### src/hw/rtl/crs_pkg.sv
// Shared types, constants and table builder for the cipher rotor stage.
`timescale 1ns / 1ps

package crs_pkg;

    // Letter field width, fixed by the item format
    localparam int LETTER_W = 5;
    // Number of distinct letter field codes
    localparam int LETTER_CODES = 32;
    // Configuration register index width
    localparam int CFG_IDX_W = 4;

    // Configuration register indexes
    localparam logic [CFG_IDX_W-1:0] CFG_START_OFFSET = 4'd0;
    localparam logic [CFG_IDX_W-1:0] CFG_NOTCH_LETTER = 4'd1;

    // Item operations
    typedef enum logic [1:0] {
        CMD_LOAD    = 2'd0,
        CMD_ADVANCE = 2'd1,
        CMD_FORWARD = 2'd2,
        CMD_REVERSE = 2'd3
    } cmd_t;

    // Reduction table: every letter field code to its residue mod the alphabet size
    typedef logic [LETTER_CODES-1:0][LETTER_W-1:0] letter_lut_t;

    // Per-item context carried from the issue stage to the result stage
    typedef struct packed {
        cmd_t                cmd;
        logic [LETTER_W-1:0] pos_cur;
        logic [LETTER_W-1:0] pos_after;
        logic                past_notch;
    } issue_t;

    // Build the reduction table by counting up and wrapping at n
    function automatic letter_lut_t mod_lut(input int n);
        letter_lut_t lut;
        int          r;
        r = 0;
        for (int i = 0; i < LETTER_CODES; i++) begin
            lut[i] = LETTER_W'(r);
            r      = (r + 1 == n) ? 0 : r + 1;
        end
        return lut;
    endfunction

endpackage

### src/hw/rtl/cipher_rotor_stage_unit.sv
// Top level of the cipher rotor stage: ports, configuration registers, wiring tables.
`timescale 1ns / 1ps

// One rotor of a rotor cipher over an alphabet of ALPHABET_SIZE letters (A=0).
// Each input item loads a wiring entry, advances the rotor, or maps a letter
// forward or in reverse; each gives exactly one result item carrying the mapped
// letter (zero for load and advance), the rotor position after the item and the
// turnover flag (position one past the notch). Each item passes the registered
// read of the wiring and inverse table memories, then the output register. One
// item is taken every clock cycle; a stalled output holds the pipeline once
// both stages fill.
// Tables hold no defined value until loaded; configuration writes take effect
// at once and are expected only while no item is in flight.
module cipher_rotor_stage_unit #(
    parameter int ALPHABET_SIZE = 26
) (
    input  logic                            aclk,
    input  logic                            aresetn,
    // table_index[4:0], letter_in[9:5], zero fill [15:10]
    input  logic [15:0]                     s_tdata,
    // command[1:0]
    input  logic [1:0]                      s_tuser,
    input  logic                            s_tvalid,
    output logic                            s_tready,
    // letter_out[4:0], past_notch[5], position[10:6], zero fill [15:11]
    output logic [15:0]                     m_tdata,
    output logic                            m_tvalid,
    input  logic                            m_tready,
    input  logic                            cfg_valid,
    output logic                            cfg_ready,
    input  logic [crs_pkg::CFG_IDX_W-1:0]   cfg_index,
    input  logic [crs_pkg::LETTER_W-1:0]    cfg_data
);

    localparam int LW     = crs_pkg::LETTER_W;
    localparam int ADDR_W = (ALPHABET_SIZE > 1) ? $clog2(ALPHABET_SIZE) : 1;

    logic [LW-1:0]     start_reg;
    logic [LW-1:0]     notch_reg;
    logic              accept;
    crs_pkg::cmd_t     command;
    crs_pkg::issue_t   info;
    logic              wir_wr_en;
    logic [ADDR_W-1:0] wir_wr_addr;
    logic [LW-1:0]     wir_wr_data;
    logic [ADDR_W-1:0] wir_rd_addr;
    logic [LW-1:0]     wir_rd_data;
    logic              inv_wr_en;
    logic [ADDR_W-1:0] inv_wr_addr;
    logic [LW-1:0]     inv_wr_data;
    logic [ADDR_W-1:0] inv_rd_addr;
    logic [LW-1:0]     inv_rd_data;
    logic [LW-1:0]     letter_out;
    logic              past_notch;
    logic [LW-1:0]     position;

    // Configuration registers; unknown indexes are dropped
    assign cfg_ready = 1'b1;

    always_ff @(posedge aclk) begin
        if (!aresetn) begin
            start_reg <= '0;
            notch_reg <= '0;
        end else if (cfg_valid) begin
            if (cfg_index == crs_pkg::CFG_START_OFFSET) begin
                start_reg <= cfg_data;
            end else if (cfg_index == crs_pkg::CFG_NOTCH_LETTER) begin
                notch_reg <= cfg_data;
            end
        end
    end

    assign accept  = s_tvalid && s_tready;
    assign command = crs_pkg::cmd_t'(s_tuser);

    crs_issue #(
        .ALPHABET_SIZE (ALPHABET_SIZE),
        .ADDR_W        (ADDR_W)
    ) u_issue (
        .aclk         (aclk),
        .aresetn      (aresetn),
        .accept       (accept),
        .command      (command),
        .table_index  (s_tdata[4:0]),
        .letter_in    (s_tdata[9:5]),
        .start_offset (start_reg),
        .notch_letter (notch_reg),
        .wir_wr_en    (wir_wr_en),
        .wir_wr_addr  (wir_wr_addr),
        .wir_wr_data  (wir_wr_data),
        .wir_rd_addr  (wir_rd_addr),
        .inv_wr_en    (inv_wr_en),
        .inv_wr_addr  (inv_wr_addr),
        .inv_wr_data  (inv_wr_data),
        .inv_rd_addr  (inv_rd_addr),
        .info         (info)
    );

    // Wiring table
    crs_ram #(
        .DEPTH  (ALPHABET_SIZE),
        .ADDR_W (ADDR_W),
        .DATA_W (LW)
    ) u_wiring (
        .aclk    (aclk),
        .wr_en   (wir_wr_en),
        .wr_addr (wir_wr_addr),
        .wr_data (wir_wr_data),
        .rd_en   (accept),
        .rd_addr (wir_rd_addr),
        .rd_data (wir_rd_data)
    );

    // Inverse table
    crs_ram #(
        .DEPTH  (ALPHABET_SIZE),
        .ADDR_W (ADDR_W),
        .DATA_W (LW)
    ) u_inverse (
        .aclk    (aclk),
        .wr_en   (inv_wr_en),
        .wr_addr (inv_wr_addr),
        .wr_data (inv_wr_data),
        .rd_en   (accept),
        .rd_addr (inv_rd_addr),
        .rd_data (inv_rd_data)
    );

    crs_result #(
        .ALPHABET_SIZE (ALPHABET_SIZE)
    ) u_result (
        .aclk        (aclk),
        .aresetn     (aresetn),
        .accept      (accept),
        .info        (info),
        .wir_rd_data (wir_rd_data),
        .inv_rd_data (inv_rd_data),
        .in_ready    (s_tready),
        .out_valid   (m_tvalid),
        .out_ready   (m_tready),
        .letter_out  (letter_out),
        .past_notch  (past_notch),
        .position    (position)
    );

    assign m_tdata = {5'b0, position, past_notch, letter_out};

    // Reported position always lies inside the alphabet
    assert property (@(posedge aclk) disable iff (!aresetn)
        m_tvalid |-> ({1'b0, position} < (LW + 1)'(ALPHABET_SIZE)))
        else $error("rotor position outside the alphabet");

    // Input only backs up when both stages are full and the output is stalled
    assert property (@(posedge aclk) disable iff (!aresetn)
        !s_tready |-> (m_tvalid && !m_tready))
        else $error("input stalled while the pipeline can move");

    // An item accepted into an empty pipeline shows its result after the table read and output registers
    assert property (@(posedge aclk) disable iff (!aresetn)
        (accept && !m_tvalid && s_tready && $past(!s_tvalid || !aresetn)) |=> ##1 m_tvalid)
        else $error("result missing after accepted item");

endmodule

### src/hw/rtl/crs_ram.sv
// Single-port-write, single-port-read synchronous table memory with registered read.
`timescale 1ns / 1ps

module crs_ram #(
    parameter int DEPTH  = 26,
    parameter int ADDR_W = 5,
    parameter int DATA_W = 5
) (
    input  logic              aclk,
    input  logic              wr_en,
    input  logic [ADDR_W-1:0] wr_addr,
    input  logic [DATA_W-1:0] wr_data,
    input  logic              rd_en,
    input  logic [ADDR_W-1:0] rd_addr,
    output logic [DATA_W-1:0] rd_data
);

    logic [DATA_W-1:0] mem [DEPTH];
    logic [DATA_W-1:0] rd_data_reg;

    // Write port
    always_ff @(posedge aclk) begin
        if (wr_en) begin
            mem[wr_addr] <= wr_data;
        end
    end

    // Registered read, held while not enabled
    always_ff @(posedge aclk) begin
        if (rd_en) begin
            rd_data_reg <= mem[rd_addr];
        end
    end

    assign rd_data = rd_data_reg;

endmodule

### src/hw/rtl/crs_issue.sv
// Issue stage: rotor position, step counter, table addressing and load writes.
`timescale 1ns / 1ps

module crs_issue #(
    parameter int ALPHABET_SIZE = 26,
    parameter int ADDR_W        = 5
) (
    input  logic                         aclk,
    input  logic                         aresetn,
    input  logic                         accept,
    input  crs_pkg::cmd_t                command,
    input  logic [crs_pkg::LETTER_W-1:0] table_index,
    input  logic [crs_pkg::LETTER_W-1:0] letter_in,
    input  logic [crs_pkg::LETTER_W-1:0] start_offset,
    input  logic [crs_pkg::LETTER_W-1:0] notch_letter,
    output logic                         wir_wr_en,
    output logic [ADDR_W-1:0]            wir_wr_addr,
    output logic [crs_pkg::LETTER_W-1:0] wir_wr_data,
    output logic [ADDR_W-1:0]            wir_rd_addr,
    output logic                         inv_wr_en,
    output logic [ADDR_W-1:0]            inv_wr_addr,
    output logic [crs_pkg::LETTER_W-1:0] inv_wr_data,
    output logic [ADDR_W-1:0]            inv_rd_addr,
    output crs_pkg::issue_t              info
);

    localparam int LW = crs_pkg::LETTER_W;
    localparam crs_pkg::letter_lut_t RED_LUT = crs_pkg::mod_lut(ALPHABET_SIZE);
    localparam logic [LW:0]   SIZE_EXT = (LW + 1)'(ALPHABET_SIZE);
    localparam logic [LW-1:0] LAST     = LW'(ALPHABET_SIZE - 1);

    logic [LW-1:0] step_reg;
    logic [LW-1:0] step_next;
    logic [LW-1:0] c_red;
    logic [LW-1:0] start_red;
    logic [LW-1:0] notch_red;
    logic [LW-1:0] turn;
    logic [LW:0]   pos_sum;
    logic [LW-1:0] pos_cur;
    logic [LW-1:0] pos_inc;
    logic [LW-1:0] pos_after;
    logic [LW:0]   fwd_sum;
    logic [LW-1:0] fwd_addr;
    logic          is_advance;
    logic          load_ok;

    // Reduce letters and registers into the alphabet
    assign c_red     = RED_LUT[letter_in];
    assign start_red = RED_LUT[start_offset];
    assign notch_red = RED_LUT[notch_letter];

    // Current position and position after an advance
    assign pos_sum = {1'b0, start_red} + {1'b0, step_reg};
    assign pos_cur = (pos_sum >= SIZE_EXT) ? LW'(pos_sum - SIZE_EXT) : pos_sum[LW-1:0];
    assign pos_inc = (pos_cur == LAST) ? '0 : pos_cur + 1'b1;

    assign is_advance = (command == crs_pkg::CMD_ADVANCE);
    assign pos_after  = is_advance ? pos_inc : pos_cur;

    // Turnover sits one past the notch, wrapping to the first letter
    assign turn = (notch_red == LAST) ? '0 : notch_red + 1'b1;

    // Advance the step counter, wrapping at the alphabet size
    assign step_next = (step_reg == LAST) ? '0 : step_reg + 1'b1;

    always_ff @(posedge aclk) begin
        if (!aresetn) begin
            step_reg <= '0;
        end else if (accept && is_advance) begin
            step_reg <= step_next;
        end
    end

    // Forward lookup address: letter shifted by the position
    assign fwd_sum  = {1'b0, c_red} + {1'b0, pos_cur};
    assign fwd_addr = (fwd_sum >= SIZE_EXT) ? LW'(fwd_sum - SIZE_EXT) : fwd_sum[LW-1:0];

    // Load writes both tables; out-of-range indexes are dropped
    assign load_ok = (command == crs_pkg::CMD_LOAD) && ({1'b0, table_index} < SIZE_EXT);

    assign wir_wr_en   = accept && load_ok;
    assign wir_wr_addr = table_index[ADDR_W-1:0];
    assign wir_wr_data = c_red;
    assign wir_rd_addr = fwd_addr[ADDR_W-1:0];

    assign inv_wr_en   = accept && load_ok;
    assign inv_wr_addr = c_red[ADDR_W-1:0];
    assign inv_wr_data = table_index;
    assign inv_rd_addr = c_red[ADDR_W-1:0];

    // Context for the result stage
    assign info.cmd        = command;
    assign info.pos_cur    = pos_cur;
    assign info.pos_after  = pos_after;
    assign info.past_notch = (pos_after == turn);

endmodule

### src/hw/rtl/crs_result.sv
// Result stage: read-data stage, result formation and output register.
`timescale 1ns / 1ps

module crs_result #(
    parameter int ALPHABET_SIZE = 26
) (
    input  logic                         aclk,
    input  logic                         aresetn,
    input  logic                         accept,
    input  crs_pkg::issue_t              info,
    input  logic [crs_pkg::LETTER_W-1:0] wir_rd_data,
    input  logic [crs_pkg::LETTER_W-1:0] inv_rd_data,
    output logic                         in_ready,
    output logic                         out_valid,
    input  logic                         out_ready,
    output logic [crs_pkg::LETTER_W-1:0] letter_out,
    output logic                         past_notch,
    output logic [crs_pkg::LETTER_W-1:0] position
);

    localparam int LW = crs_pkg::LETTER_W;
    localparam logic [LW:0] SIZE_EXT = (LW + 1)'(ALPHABET_SIZE);

    logic            rd_valid_reg;
    crs_pkg::issue_t rd_info_reg;
    logic            out_valid_reg;
    logic [LW-1:0]   letter_reg;
    logic            notch_reg;
    logic [LW-1:0]   position_reg;
    logic            out_free;
    logic            rd_move;
    logic [LW:0]     rev_diff;
    logic [LW-1:0]   rev_letter;
    logic [LW-1:0]   letter_next;

    // Output register frees when empty or being taken
    assign out_free = !out_valid_reg || out_ready;
    assign rd_move  = rd_valid_reg && out_free;
    assign in_ready = !rd_valid_reg || out_free;

    // Hold the item whose table read is in flight
    always_ff @(posedge aclk) begin
        if (!aresetn) begin
            rd_valid_reg <= 1'b0;
        end else if (in_ready) begin
            rd_valid_reg <= accept;
        end
    end

    always_ff @(posedge aclk) begin
        if (accept) begin
            rd_info_reg <= info;
        end
    end

    // Reverse map: inverse entry minus position, wrapped into the alphabet
    assign rev_diff   = {1'b0, inv_rd_data} - {1'b0, rd_info_reg.pos_cur};
    assign rev_letter = rev_diff[LW] ? LW'(rev_diff + SIZE_EXT) : rev_diff[LW-1:0];

    always_comb begin
        case (rd_info_reg.cmd)
            crs_pkg::CMD_FORWARD: letter_next = wir_rd_data;
            crs_pkg::CMD_REVERSE: letter_next = rev_letter;
            default:              letter_next = '0;
        endcase
    end

    // Output register
    always_ff @(posedge aclk) begin
        if (!aresetn) begin
            out_valid_reg <= 1'b0;
        end else if (out_free) begin
            out_valid_reg <= rd_valid_reg;
        end
    end

    always_ff @(posedge aclk) begin
        if (rd_move) begin
            letter_reg   <= letter_next;
            notch_reg    <= rd_info_reg.past_notch;
            position_reg <= rd_info_reg.pos_after;
        end
    end

    assign out_valid  = out_valid_reg;
    assign letter_out = letter_reg;
    assign past_notch = notch_reg;
    assign position   = position_reg;

endmodule

### config.mk
export PLATFORM = sky130hd
export DESIGN_NAME = cipher_rotor_stage_unit
export DESIGN_NICKNAME = d
export VERILOG_FILES = /design/src/hw/rtl/crs_pkg.sv /design/src/hw/rtl/cipher_rotor_stage_unit.sv /design/src/hw/rtl/crs_ram.sv /design/src/hw/rtl/crs_issue.sv /design/src/hw/rtl/crs_result.sv
export SDC_FILE = /design/constraint.sdc
export NUM_CORES = 1
export LEC_CHECK = 0
export BUFFER_PORTS_ARGS = -buffer_cell sky130_fd_sc_hd__buf_4
export CORE_MARGIN = 2
export CORE_UTILIZATION = 45
export DETAILED_ROUTE_END_ITERATION = 6
export HOLD_SLACK_MARGIN = 0.08
export RECOVER_POWER = 50
export REMOVE_ABC_BUFFERS = 1
export SYNTH_ARGS = -nofsm -noshare
export SYNTH_HDL_FRONTEND = slang
export SYNTH_SLANG_ARGS = --single-unit
### constraint.sdc
create_clock -name aclk -period 15.1 [get_ports aclk]
set_clock_uncertainty 0.15 [all_clocks]
set_input_delay 1.51 -clock aclk [delete_from_list [all_inputs] [get_ports aclk]]
set_output_delay 1.51 -clock aclk [all_outputs]
set_load 0.02 [all_outputs]
==> results.toml <==
[synthesis]
yosysTopAreaCellShare_pct = 62.9
synth_cell_types = 72
ys_seq_area_share_pct = 66.8
netlist_area_um2 = 14000
yosys_warnings = 0
synthFlopType = "edfxtp_1"
synthArstFlopShare_pct = 0
synth_top_cell_by_area = "edfxtp_1"
syn_area_per_cell_um2 = 14.6
synth-edff-count = 294
netlist_instances = 962
yosys-top-cells-area = "edfxtp_1 (63%), mux4_2 (6.6%), dfxtp_1 (3.9%)"
ys_seq_elements = 321

[critical_path]
path_cells = "ha_1, fa_1, a211oi_1, nor2_1, or4b_1, a21oi_1, xnor2_1, inv_1, ha_1, a21oi_1, o21ai_0, a31oi_1, and2_1, a31oi_1, mux2i_2, buf_4, mux4_1, mux2_2, o21ai_0, o211ai_1"
cp_max_fo = 30
crit_arrival_ps = 6690
cp-end-kind = "register"
path_class = "register to register"
r2r_cells = 20
cp-start-kind = "register"
r2r_slack_ps = 8480
critical_path_required_ps = 15180
cpMaxStageDelayCell = "or4b_1"
slowest_delay_ps = 680

[pwr]
power_density_nw_per_um2 = 125
p_leak_nw = 5.24
p_total_w = 0.00196
peakVddDrop_mv = 0.0823

[routing]
drc_errors = 0
drt_wl_total_um = 27600
ant_nets = 0
avgViaCountPerCell = 5.46
vias = 7767
first_pass_iters = 5
drt_iter0_drc = 508
drt-wirelength-per-cell_um = 19.4

[clock_tree]
cts_root_buffer = "clkbuf_16"
ctsHoldBuffers = 0
cts_tree = "yes"
clock_sinks = 321
clock_latency_ps = 540
post_cts_buffers = 0
clockBufferDepth = 3
cts-resized-gates = 0
htree_num_levels = 2
clk_pin_slew_worst_paths_ps = 60
cts-buffers-inserted = 35

[sta]
worst_pin_slew_ps = 3340
relSlewSlack_pct = -123
clock.fmax_mhz = 151
drv_slew = 290
finalCriticalPeriod_ps = 6620
rsz0062_at_grt = "no"
setup_viol = 0
finalSetupTns_ps = 0
hold_violations = 0
final.period_utilization_pct = 43.8

[floorplanning]
die_area_um2 = 32600
start_util_pct = 45.7
rows = 64
core-area_um2 = 30700
die_w_um = 181
pin_count = 51
chipHeight_um = 181

[placed_design]
gp_congestion = 0.784
post-place-cells = 1363
hpwlAfterDp_um = 17600
io_buffers = 38

[grt]
gr-usage-met2_pct = 26.8
overflow = 0
use_met3_pct = 2.61
grt_pass1_vias = 7597
track_usage_pct = 16.9
met1_usage_pct = 24.2
top_usage_layer = "met2"
grt_max_degree = 57
grt_pass1_wl_um = 43300
grt_antenna_before_repair = 0

[finish]
drive_above_1_share_pct = 13.6
fin_cells = 1422
antennaDiodeCount = 0
final_nets = 1061
syn2layout_area_growth_pct = 11.3
fillCellCount = 2588
layout_common_cells = "edfxtp_1 (294), nand2_1 (101), nor2_1 (80), nand3_1 (43), mux4_2 (41)"
layout_commonest_cell = "edfxtp_1"

[min_path]
holdPathStages = 0
hold_path.class = "register to register"

[outcome]
violations = "capacitance limit, slew limit"
outcome = "complete, but fails checks"

[flow_run]
maxCapViolations = 7
## cell usage after synthesis (all sizes together) (2+ instances only)
master   number
or3           7
o211ai        4
mux2i        32
o21ai        32
o21bai        5
and2          3
a211oi        9
xor2         12
a311oi        4
xnor2        11
nor2         80
nand2b        9
nor4          2
a31oi        10
nand3        43
a221oi        4
fa            2
clkbuf       18
nor3         15
a21oi        23
ha           23
nand3b        6
a21o         11
nand2       101
o21a          2
mux2         10
a21boi        5
buf          27
o211a         5
nand4         7
and4          2
conb          2
or3b          5
a2111oi       4
and3          3
nor4b         3
mux4         43
edfxtp      294
dfxtp        27
inv          26
nor2b        14
## logic make-up (layout without fill, tap and decap cells)
kind of cell	count (synthesis)	count (layout)	synth area share, %
muxes	85	85	10.0
other	2	6	0.0535
buffers and inverters	71	131	2.35
AOI/OAI and AO/OA	129	129	6.68
xor gates and xnor gates	23	23	1.49
adders and majority gates	25	25	2.34
DFF	321	321	66.8
and+or+nand+nor	306	306	10.2
## where the power goes
group	total, W	internal [W]	switching [W]
sequential	0.000991	0.000986	0.00000482
clock	0.000792	0.000445	0.000347
combinational	0.000175	0.0000660	0.000109
total	0.00196	0.00150	0.000461
## cell type report
class | instances | area (um^2) | area share, %
flip-flops and latches | 321 | 9370 | 60.0
multi-input cells | 574 | 4340 | 27.8
well taps | 396 | 495 | 3.17
clock buffers | 41 | 930 | 5.96
clock inverters | 18 | 123 | 0.786
repair buffers | 46 | 251 | 1.61
inverters | 26 | 97.6 | 0.625
## routing by layer
layer  vias up  wire length [um]
met3        44              1390
met2       192             12800
met5         -                 0
met1      3785             12700
met4         0               634
li1       3746                 -
## worst paths after layout
check | from | end
max | u_issue.step_reg[0]$_SDFFE_PN0P_ | u_wiring.rd_data[3]$_DFFE_PP_
min | u_result.rd_info_reg[3]$_DFFE_PP_ | u_result.position[2]$_DFFE_PP_
max reg2reg | u_issue.step_reg[0]$_SDFFE_PN0P_ | u_wiring.rd_data[3]$_DFFE_PP_
min reg2reg | u_result.rd_info_reg[3]$_DFFE_PP_ | u_result.position[2]$_DFFE_PP_
## per-stage QoR
step                hold slack [ps]  util, %  setup slack [ps]  cell area [um^2]
finish                          268     50.9              8480             15600
global route                    270     50.9              8060             15600
CTS                             268     51.2              8680             15700
detailed placement              255     47.8              8670             14700
global placement                251     47.8              8680             14700
floorplan                       250        -              8170             13800
## critical path: cells and delay by family (launching register included)
family	cells	cell delay [ps]
mux	3	830
compound gates	8	1990
buf+inv	2	470
flops	1	370
xor+xnor	1	230
fa+ha+maj	3	1130
simple gates	3	1110
(Power assumes the default switching activity.)
